===== src/hdl/htri_pkg.sv =====
`default_nettype none

package htri_pkg;

	localparam int GRID_COLS_DEF = 64;
	localparam int GRID_ROWS_DEF = 64;
	localparam int FRAC_BITS_DEF = 8;

	localparam int ELEV_W  = 8;
	localparam int WIDX_W  = 6;
	localparam int COORD_W = 16;
	localparam int HOUT_W  = 16;

	localparam logic [HOUT_W-1:0] HEIGHT_MAX = 16'hFF00;

	localparam logic FUNC_STORE = 1'b0;
	localparam logic FUNC_QUERY = 1'b1;

	// corner routing: parity bits of the clamped indices pick the bank
	typedef struct packed {
		logic upper;
		logic px0;
		logic px1;
		logic pz0;
		logic pz1;
	} htri_sel_t;

endpackage

`default_nettype wire


===== src/hdl/htri_front.sv =====
`default_nettype none

module htri_front #(
	parameter  int GRID_COLS = htri_pkg::GRID_COLS_DEF,
	parameter  int GRID_ROWS = htri_pkg::GRID_ROWS_DEF,
	parameter  int FRAC_BITS = htri_pkg::FRAC_BITS_DEF,
	localparam int HC        = (GRID_COLS + 1) / 2,
	localparam int HR        = (GRID_ROWS + 1) / 2,
	localparam int BANK_D    = HC * HR,
	localparam int AW        = (BANK_D > 1) ? $clog2(BANK_D) : 1,
	localparam int WT_W      = FRAC_BITS + 1
) (
	input  logic signed [htri_pkg::COORD_W-1:0] query_col,
	input  logic signed [htri_pkg::COORD_W-1:0] query_row,
	output logic [3:0][AW-1:0]                  rd_addr,
	output htri_pkg::htri_sel_t                 sel,
	output logic [WT_W-1:0]                     wa,
	output logic [WT_W-1:0]                     wb
);

	import htri_pkg::*;

	localparam int COL_W = $clog2(GRID_COLS);
	localparam int ROW_W = $clog2(GRID_ROWS);
	localparam logic [WT_W-1:0] ONE = WT_W'(2 ** FRAC_BITS);

	function automatic logic [11:0] clamp_i(input logic signed [17:0] v,
		input logic signed [17:0] hi);
		logic [11:0] r;
		if (v < 0) begin
			r = '0;
		end else if (v > hi) begin
			r = hi[11:0];
		end else begin
			r = v[11:0];
		end
		return r;
	endfunction

	logic signed [16:0] nx, nz;
	logic signed [17:0] nx1, nz1;
	logic [COL_W-1:0] c0, c1, col_b;
	logic [ROW_W-1:0] r0, r1, row_b;
	logic [FRAC_BITS-1:0] dx, dz;
	logic [WT_W-1:0] dsum;
	logic upper;

	always_comb begin
		nx  = $signed({query_col[COORD_W-1], query_col}) >>> FRAC_BITS;
		nz  = $signed({query_row[COORD_W-1], query_row}) >>> FRAC_BITS;
		nx1 = $signed({nx[16], nx}) + 18'sd1;
		nz1 = $signed({nz[16], nz}) + 18'sd1;
		c0  = COL_W'(clamp_i({nx[16], nx}, 18'(GRID_COLS - 1)));
		c1  = COL_W'(clamp_i(nx1, 18'(GRID_COLS - 1)));
		r0  = ROW_W'(clamp_i({nz[16], nz}, 18'(GRID_ROWS - 1)));
		r1  = ROW_W'(clamp_i(nz1, 18'(GRID_ROWS - 1)));

		dx    = query_col[FRAC_BITS-1:0];
		dz    = query_row[FRAC_BITS-1:0];
		dsum  = {1'b0, dx} + {1'b0, dz};
		upper = dsum > ONE;
		wa    = upper ? (ONE - {1'b0, dz}) : {1'b0, dx};
		wb    = upper ? (ONE - {1'b0, dx}) : {1'b0, dz};

		sel.upper = upper;
		sel.px0   = c0[0];
		sel.px1   = c1[0];
		sel.pz0   = r0[0];
		sel.pz1   = r1[0];
	end

	// bank index = {row parity, col parity}
	always_comb begin
		for (int b = 0; b < 4; b++) begin
			col_b = (c0[0] == b[0]) ? c0 : c1;
			row_b = (r0[0] == b[1]) ? r0 : r1;
			rd_addr[b] = AW'(24'(row_b >> 1) * 24'(HC) + 24'(col_b >> 1));
		end
	end

endmodule

`default_nettype wire


===== config.mk =====
export PLATFORM = sky130hd
export DESIGN_NAME = htri_front
export DESIGN_NICKNAME = d
export VERILOG_FILES = /design/src/hdl/htri_pkg.sv /design/src/hdl/htri_front.sv
export SDC_FILE = /design/constraint.sdc
export NUM_CORES = 1
export LEC_CHECK = 0
export BUFFER_PORTS_ARGS = -buffer_cell sky130_fd_sc_hd__buf_2
export CORE_AREA = 2 2 67 69
export DETAILED_ROUTE_END_ITERATION = 16
export DIE_AREA = 0 0 69 71
export PLACE_DENSITY = 0.78
export SLEW_MARGIN = 0
export SYNTH_ARGS = -nofsm -noshare
export SYNTH_HDL_FRONTEND = slang
export SYNTH_SLANG_ARGS = --single-unit

===== constraint.sdc =====
create_clock -name vclk -period 2.8
set_clock_uncertainty 0.1 [all_clocks]
set_input_delay 0.28 -clock vclk [all_inputs]
set_output_delay 0.28 -clock vclk [all_outputs]
set_load 0.02 [all_outputs]

==> flow_metrics.env <==
export IMPL_fin_crit_ns=2.97
export IMPL_muxShareOfSynthArea_pct=12.4
export IMPL_slew_headroom_pct=75.5
export IMPL_nClkBuffers=0
export IMPL_ir_drop_mv=0.0968
export IMPL_drive_gt1_share_pct=44.3
export IMPL_drt_initial_drc_count=79
export IMPL_ys_top_cells_by_area="ha_1 (10%), buf_4 (9.1%), mux2_2 (5.8%)"
export IMPL_initial_core_util_pct=41.4
export IMPL_finalCritPeriodShare_pct=106
export IMPL_syn2layout_area_growth_pct=44.0
export IMPL_row_count=24
export IMPL_synth_top_family_by_area="compound AO/OA/AOI/OAI gates"
export IMPL_crit_required_ns=2.42
export IMPL_startpoint="query_col[0]"
export IMPL_path_max_fanout=8
export IMPL_power_density_nw_per_um2=252
export IMPL_path_class="in2out"
export IMPL_rsz0062_at_grt="yes"
export IMPL_syn_avg_cell_area_um2=6.99
export IMPL_synth_compound_area_share_pct=28.8
export IMPL_hold_viol=0
export IMPL_drt_wl_total_mm=5.72
export IMPL_die_h_um=71
export IMPL_synth_top_area_share_pct=10.1
export IMPL_setup_slack_ns=-0.168
export IMPL_drtAntennaViolNets=0
export IMPL_drv_slew=0
export IMPL_cap_viol_max_count=0
export IMPL_status="finished, violations left"
export IMPL_crit_arrival_ns=2.59
export IMPL_die_x_um=69
export IMPL_synth_most_common_cell="nor2_1"
export IMPL_whs_ns=0.793
export IMPL_yosys_area_share_simple_pct=23.4
export IMPL_hold_buffers=0
export IMPL_violations="setup timing"
export IMPL_worst_setup_path_start_kind="input port"
export IMPL_wl_per_cell_um=14.7
export IMPL_dieArea_um2=4900
export IMPL_numPortBuffers=95
export IMPL_tns_ns=-2.48
export IMPL_max_freq_mhz=337
export IMPL_synthAdderAreaFrac_pct=11.2
export IMPL_yosysSeqAreaShare_pct=0
export IMPL_final_nets=385
export IMPL_min_from="query_row[7]"
export IMPL_viasPerCell=5.66
export IMPL_setup_viol=18
export IMPL_regArea_um2=0
export IMPL_synth_xor_area_share_pct=8.55
export IMPL_drc_errors=0
export IMPL_vias=2196
export IMPL_power_leakage_nw=1.25
export IMPL_post_route_util_pct=59.6
export IMPL_dp_slack_ns=-0.247
export IMPL_grt_max_degree=18
export IMPL_gp_congestion=0.902
export IMPL_io_pins=95
export IMPL_dp_hpwl_mm=4.07
export IMPL_end_kind="output port"
export IMPL_grt_overflow_total=0
export IMPL_syn_nets=296
export IMPL_tightest_slew_ns=0.363
export IMPL_yosys_cell_types_count=54
export IMPL_grt_pass1_wl_mm=9.26
export IMPL_seq_cells=0
export IMPL_antenna_cells=0
export IMPL_synth_top_cells_by_count="nor2_1 (25), buf_4 (21), inv_1 (18), nand2_1 (16), a21oi_1 (15)"
export IMPL_track_usage_pct=21.8
export IMPL_antenna_found_initial=0
export IMPL_min_path_type="in2out"
export IMPL_coreArea_um2=4200
export IMPL_grt_pass1_vias=2064
export IMPL_dr_pass1_iters=4
export IMPL_synth_area_um2=1740
export IMPL_ys_warn_count=0
export IMPL_synthCells=249
export IMPL_post_synth_top_area_cell="ha_1"
==> report_power, final <==
group | internal [mW] | total [mW] | switching (mW)
registers | 0 | 0 | 0
clock network | 0 | 0 | 0
logic | 0.283 | 0.630 | 0.348
==> worst max-delay path, cell delays in order <==
cell      delay, ns
buf_8          0.10
ha_4           0.15
fa_2           0.38
a21o_1         0.22
a221oi_2       0.24
xnor2_1        0.15
nand4_1        0.18
o21ai_4        0.26
buf_8          0.18
mux2_4         0.31
buf_6          0.13
==> cell usage in the layout, fill, tap and decap left out, types with 2 or more instances in the layout <==
cell type and count:
buf_2 75, nor2_1 25, buf_4 22, inv_1 18
buf_6 17, nand2_1 16, a21oi_1 15, mux2_4 14
ha_1 13, nor3_1 10, xor2_1 9, o21ai_0 9
nand3_1 7, xnor2_1 7, a21o_1 6, and2_1 4
nand4_1 4, a211oi_1 4, and3_1 3, o21a_1 3
nor2b_1 3, a221oi_1 3, o221ai_1 3, or3_1 3
buf_8 3, or2_2 2, mux2i_1 2, o22ai_1 2
a221oi_2 2, a311oi_2 2, a22oi_1 2
==> worst paths after layout <==
path / end / cells past startpoint
worst max-delay path: wb[7] / 11
worst min-delay path: wa[8] / 3
==> what timing repair did <==
item,in CTS,in global routing
buffers inserted,4,2
pin swaps,8,8
resized for setup,56,4
setup endpoints to repair,16,19
cloned,2,0
==> per-stage QoR <==
| stage | power (mW) | area, µm² | std cells |
|---|---|---|---|
| 3_3_place_gp | 0.529 | 2260 | 383 |
| 5_1_grt | 0.672 | 2510 | 388 |
| 3_5_place_dp | 0.537 | 2260 | 383 |
| 4_1_cts | 0.643 | 2540 | 389 |
| 6_report | 0.630 | 2510 | 388 |
| 2_1_floorplan | 0.393 | 1790 | 249 |
==> logic make-up after synthesis <==
group                      Yosys count
and+or+nand+nor                     83
AOI/OAI and AO/OA                   68
buffers and inverters               48
muxes                               18
xor gates and xnor gates            17
adders and majority gates           15
==> cell type report <==
type               instances  area [µm²]
multi-input cells        201        1600
inverters                 18        67.6
well taps                 52        65.1
repair buffers           117         777
fillers                  363        1700
==> metal layers <==
metal  part of all wire, %  vias to the layer above  global-route usage [%]
met1                    42                     1034                    26.1
li1                      -                     1074                       -
met2                    53                       82                    42.5
met4                  0.96                        0                    4.58
met5                     0                        -                       0
met3                   4.6                        6                    1.57
Note: power is estimated with default switching activity, not from simulation.
