[src/hdl/htri_pkg.sv]
`default_nettype none

package htri_pkg;

	localparam int GRID_COLS_DEF = 64;
	localparam int GRID_ROWS_DEF = 64;
	localparam int FRAC_BITS_DEF = 8;

	localparam int ELEV_W  = 8;
	localparam int WIDX_W  = 6;
	localparam int COORD_W = 16;
	localparam int HOUT_W  = 16;

	localparam logic [HOUT_W-1:0] HEIGHT_MAX = 16'hFF00;

	localparam logic FUNC_STORE = 1'b0;
	localparam logic FUNC_QUERY = 1'b1;

	// corner routing: parity bits of the clamped indices pick the bank
	typedef struct packed {
		logic upper;
		logic px0;
		logic px1;
		logic pz0;
		logic pz1;
	} htri_sel_t;

endpackage

`default_nettype wire

[src/hdl/htri_blend.sv]
`default_nettype none

module htri_blend #(
	parameter  int FRAC_BITS = htri_pkg::FRAC_BITS_DEF,
	localparam int WT_W      = FRAC_BITS + 1
) (
	input  logic                                   clk,
	input  logic                                   arst_n,
	input  logic                                   valid_s1,
	input  htri_pkg::htri_sel_t                    sel_s1,
	input  logic [WT_W-1:0]                        wa_s1,
	input  logic [WT_W-1:0]                        wb_s1,
	input  logic [3:0][htri_pkg::ELEV_W-1:0]       rd_data,
	output logic                                   strobe,
	output logic [htri_pkg::HOUT_W-1:0]            height_out
);

	import htri_pkg::*;

	localparam int VW  = FRAC_BITS + 11;
	localparam int SW  = VW + 8;
	localparam int RND = (2 ** FRAC_BITS) / 512;
	localparam int DN  = (FRAC_BITS > 8) ? FRAC_BITS - 8 : 0;
	localparam int UP  = (FRAC_BITS < 8) ? 8 - FRAC_BITS : 0;

	logic [ELEV_W-1:0] c00, c10, c01, c11, base;
	logic signed [8:0] ea, eb;
	logic signed [VW-1:0] pa, pb, bt, v;
	logic signed [VW-1:0] v_s2;
	logic valid_s2;
	logic [VW-1:0] vu;
	logic [SW-1:0] scl;
	logic strobe_q;
	logic [HOUT_W-1:0] height_q;

	always_comb begin
		c00  = rd_data[{sel_s1.pz0, sel_s1.px0}];
		c10  = rd_data[{sel_s1.pz0, sel_s1.px1}];
		c01  = rd_data[{sel_s1.pz1, sel_s1.px0}];
		c11  = rd_data[{sel_s1.pz1, sel_s1.px1}];
		base = sel_s1.upper ? c11 : c00;
		ea   = $signed({1'b0, c10}) - $signed({1'b0, base});
		eb   = $signed({1'b0, c01}) - $signed({1'b0, base});
		pa   = VW'(ea) * $signed(VW'(wa_s1));
		pb   = VW'(eb) * $signed(VW'(wb_s1));
		bt   = $signed(VW'({base, {FRAC_BITS{1'b0}}}));
		v    = bt + pa + pb;
	end

	always_comb begin
		vu  = v_s2[VW-1] ? '0 : v_s2;
		scl = ((SW'(vu) + SW'(RND)) >> DN) << UP;
	end

	always_ff @(posedge clk or negedge arst_n) begin
		if (!arst_n) begin
			valid_s2 <= 1'b0;
			strobe_q <= 1'b0;
		end else begin
			valid_s2 <= valid_s1;
			strobe_q <= valid_s2;
		end
	end

	always_ff @(posedge clk) begin
		v_s2     <= v;
		height_q <= (scl > SW'(HEIGHT_MAX)) ? HEIGHT_MAX : scl[HOUT_W-1:0];
	end

	assign strobe     = strobe_q;
	assign height_out = height_q;

endmodule

`default_nettype wire

[config.mk]
export PLATFORM = sky130hd
export DESIGN_NAME = htri_blend
export DESIGN_NICKNAME = d
export VERILOG_FILES = /design/src/hdl/htri_pkg.sv /design/src/hdl/htri_blend.sv
export SDC_FILE = /design/constraint.sdc
export NUM_CORES = 1
export LEC_CHECK = 0
export BUFFER_PORTS_ARGS = -buffer_cell sky130_fd_sc_hd__buf_4
export CORE_UTILIZATION = 30
export DETAILED_ROUTE_END_ITERATION = 16
export MAX_ROUTING_LAYER = met4
export PLACE_DENSITY = 0.42
export SYNTH_ARGS = -nofsm -noshare
export SYNTH_HDL_FRONTEND = slang
export SYNTH_SLANG_ARGS = --single-unit
[constraint.sdc]
create_clock -name clk -period 3 [get_ports clk]
set_input_delay 0.75 -clock clk [delete_from_list [all_inputs] [get_ports clk]]
set_output_delay 0.75 -clock clk [all_outputs]
set_load 0.02 [all_outputs]
==> impl_metrics.env <==
export IMPL_synth_ff_type="dfxtp_1"
export IMPL_drive_gt1_share_pct=36.4
export IMPL_fin_nets=1437
export IMPL_coreArea_mm2=0.0270
export IMPL_clk_transition_reported_paths_ns=0.05
export IMPL_overflow=0
export IMPL_routed_wl_um=22000
export IMPL_rsz0062_at_grt="yes"
export IMPL_stdcell_area_mm2=0.0115
export IMPL_syn_avg_cell_area_um2=9.18
export IMPL_grt_pass1_wl_um=36500
export IMPL_postRouteAntennaNets=0
export IMPL_gr_usage_all_layers_pct=17.0
export IMPL_cp_common_cell="fa_1"
export IMPL_antenna_found_initial=1
export IMPL_grt_pass1_vias=7122
export IMPL_drv_slew=0
export IMPL_setup_viol_count_final=18
export IMPL_crit_fanout=9
export IMPL_yosysSeqAreaShare_pct=9.13
export IMPL_post_route_period_util_pct=251
export IMPL_skew_ns=0.00587
export IMPL_ys_async_sr_fraction_pct=5.41
export IMPL_ys_types=45
export IMPL_finalHoldViolations=0
export IMPL_syn_inst=896
export IMPL_worst_slack_ns=-4.53
export IMPL_gp_congestion=0.834
export IMPL_cts_made_buffers=5
export IMPL_rr_startpoint="v_s2[7]"
export IMPL_critPathMaxStageDelay_ns=0.53
export IMPL_cts_sinks=37
export IMPL_port_buffers=74
export IMPL_ys_warn_count=0
export IMPL_synth_top_area_share_pct=33.6
export IMPL_syn_nets=1202
export IMPL_cts_hold_buf=0
export IMPL_synth_seq_cells=37
export IMPL_max_cap_violations=0
export IMPL_cts_tree="yes"
export IMPL_hold_class="in2async"
export IMPL_relSlewSlack_pct=57.3
export IMPL_first_pass_iters=4
export IMPL_reg2reg_depth=4
export IMPL_post_drt_via_cell_ratio=4.48
export IMPL_synth_top_area_cell="fa_1"
export IMPL_required_ns=3.15
export IMPL_timing_worst_slew_pin_value_ns=0.635
export IMPL_rrSetupSlack_ns=1.40
export IMPL_cts_buffer_depth=2
export IMPL_drt_initial_drc_count=168
export IMPL_wl_met2_um=11200
export IMPL_drt_wirelength_per_cell_um=14.9
export IMPL_fin_crit_ns=7.53
export IMPL_violations="negative setup slack"
export IMPL_path_buf_inv=6
export IMPL_fp_dieW_um=168
export IMPL_worstReg2RegEnd="height_out[3]"
export IMPL_routed_top_layer="met4"
export IMPL_dpl_cell_area_mm2=0.0105
export IMPL_startpoint_type="input port"
export IMPL_fp_row_count=60
export IMPL_status="finished, violations left"
export IMPL_hold_slack_ns=0.246
export IMPL_final_util_pct=42.6
export IMPL_fmaxAchievable_mhz=133
export IMPL_wl_met1_um=9890
export IMPL_clk_latency_ns=0.27
export IMPL_timing_worst_setup_path_type="in2reg"
export IMPL_regArea_um2=751
export IMPL_die_h_um=168
export IMPL_nFillCells=2715
export IMPL_clockRootBuffer="clkbuf_16"
export IMPL_cp_end_kind="flip-flop"
export IMPL_multi_input_area_mm2=0.00755
export IMPL_initial_utilization_pct=30.5
export IMPL_drc=0
export IMPL_io_pins=75
export IMPL_netlist_top_cells_area="fa_1 (34%), ha_1 (17%), dfxtp_1 (8.5%)"
export IMPL_finalSetupTns_ns=-63.15
export IMPL_critical_path_top_delay_family="adder cells"
export IMPL_syn_cell_area_mm2=0.00822
export IMPL_met3WireLength_um=636
export IMPL_die_area_mm2=0.0281
export IMPL_worstPathArrival_ns=7.68
export IMPL_cp_slowest_cell="fa_1"
export IMPL_synth_edf_count=0
export IMPL_grt_max_degree=21
export IMPL_htree_levels=2
export IMPL_area_growth_syn_to_layout_pct=39.7
export IMPL_post_dp_hpwl_um=19700
export IMPL_vias=6599
cell type report:
class                           instances  area share [%]
Tap cell                              341            3.71
Clock buffer                            8            1.27
Multi-Input combinational cell        681            65.7
Timing Repair Buffer                  254            17.8
Sequential cell                        37            6.54
Antenna cell                            1          0.0218
Inverter                              152            4.97
cell usage after synthesis (all sizes together) (3+ instances only):
master	count
a211oi	6
a21oi	36
nand2	81
nor2b	15
a21o	5
xor2	6
fa	138
buf	5
dfxtp	35
mux2	19
ha	110
xnor2	23
inv	152
nor4	3
o21ai	18
clkbuf	21
or2	8
o22ai	4
nand2b	26
o211ai	7
nor2	56
o21bai	4
o21a	12
mux2i	22
and2	68
cell families after synthesis:
logic type                 Yosys count  share of synthesized area (%)
adders and majority gates          248                           50.3
buffers and inverters              178                           8.19
AOI/OAI and AO/OA                  101                           8.26
xor gates and xnor gates            29                           3.09
DFF                                 37                           9.13
and+or+nand+nor                    262                           15.7
muxes                               41                           5.28
how the worst max path moves through the flow:
stage	slack, ns	to	cells past startpoint	start
after detailed placement	-5.13	v_s2[18]	29	sel_s1[3]
after CTS	-4.64	v_s2[18]	30	sel_s1[3]
final	-4.53	v_s2[18]	30	sel_s1[2]
after floorplan	-4.75	v_s2[18]	29	sel_s1[3]
after global placement	-5.05	v_s2[18]	29	sel_s1[3]
after global routing	-4.75	v_s2[18]	29	sel_s1[3]
sequential cells by signal, indices dropped and copies added, names as in the netlist:
name,cells
strobe,1
height_out,16
valid_s2,1
v_s2,19
repair_timing:
| item | 4_1_cts | 5_1_grt |
|---|---|---|
| setup buffers | 15 | 13 |
| setup endpoints to repair | 18 | 18 |
| gates cloned | 1 | 0 |
| resized for setup | 76 | 39 |
| pin swaps | 69 | 41 |
| hold endpoints to repair | 0 | 0 |
layout by cell type (no fill, tap or decap), types with 8 or more instances in the layout:
| master | count |
|---|---|
| and2_1 | 60 |
| nand2b_1 | 26 |
| o21a_1 | 9 |
| a21oi_2 | 8 |
| fa_1 | 121 |
| ha_4 | 32 |
| mux2i_1 | 19 |
| a21oi_1 | 25 |
| inv_2 | 14 |
| ha_1 | 77 |
| o21ai_0 | 9 |
| nand2_1 | 78 |
| nor2_1 | 52 |
| mux2_2 | 13 |
| and2_4 | 8 |
| dfxtp_1 | 35 |
| buf_4 | 233 |
| inv_1 | 138 |
| nor2b_1 | 15 |
| buf_6 | 15 |
| xnor2_1 | 14 |
| fa_2 | 17 |
routing by layer:
layer	vias up	GRT usage, %
met5	-	-
met1	3206	21.7
met2	90	30.1
met4	0	1.56
li1	3290	-
met3	13	1.42
metrics by stage:
stage | worst slack (ns) | instances
6_report | -4.53 | 1474
3_3_place_gp | -5.05 | 1439
3_5_place_dp | -5.13 | 1439
4_1_cts | -4.64 | 1462
5_1_grt | -4.75 | 1474
2_1_floorplan | -4.75 | 896
Power is not shown: default switching activity piles up to over one toggle a cycle in this logic, so the estimate is an artifact.
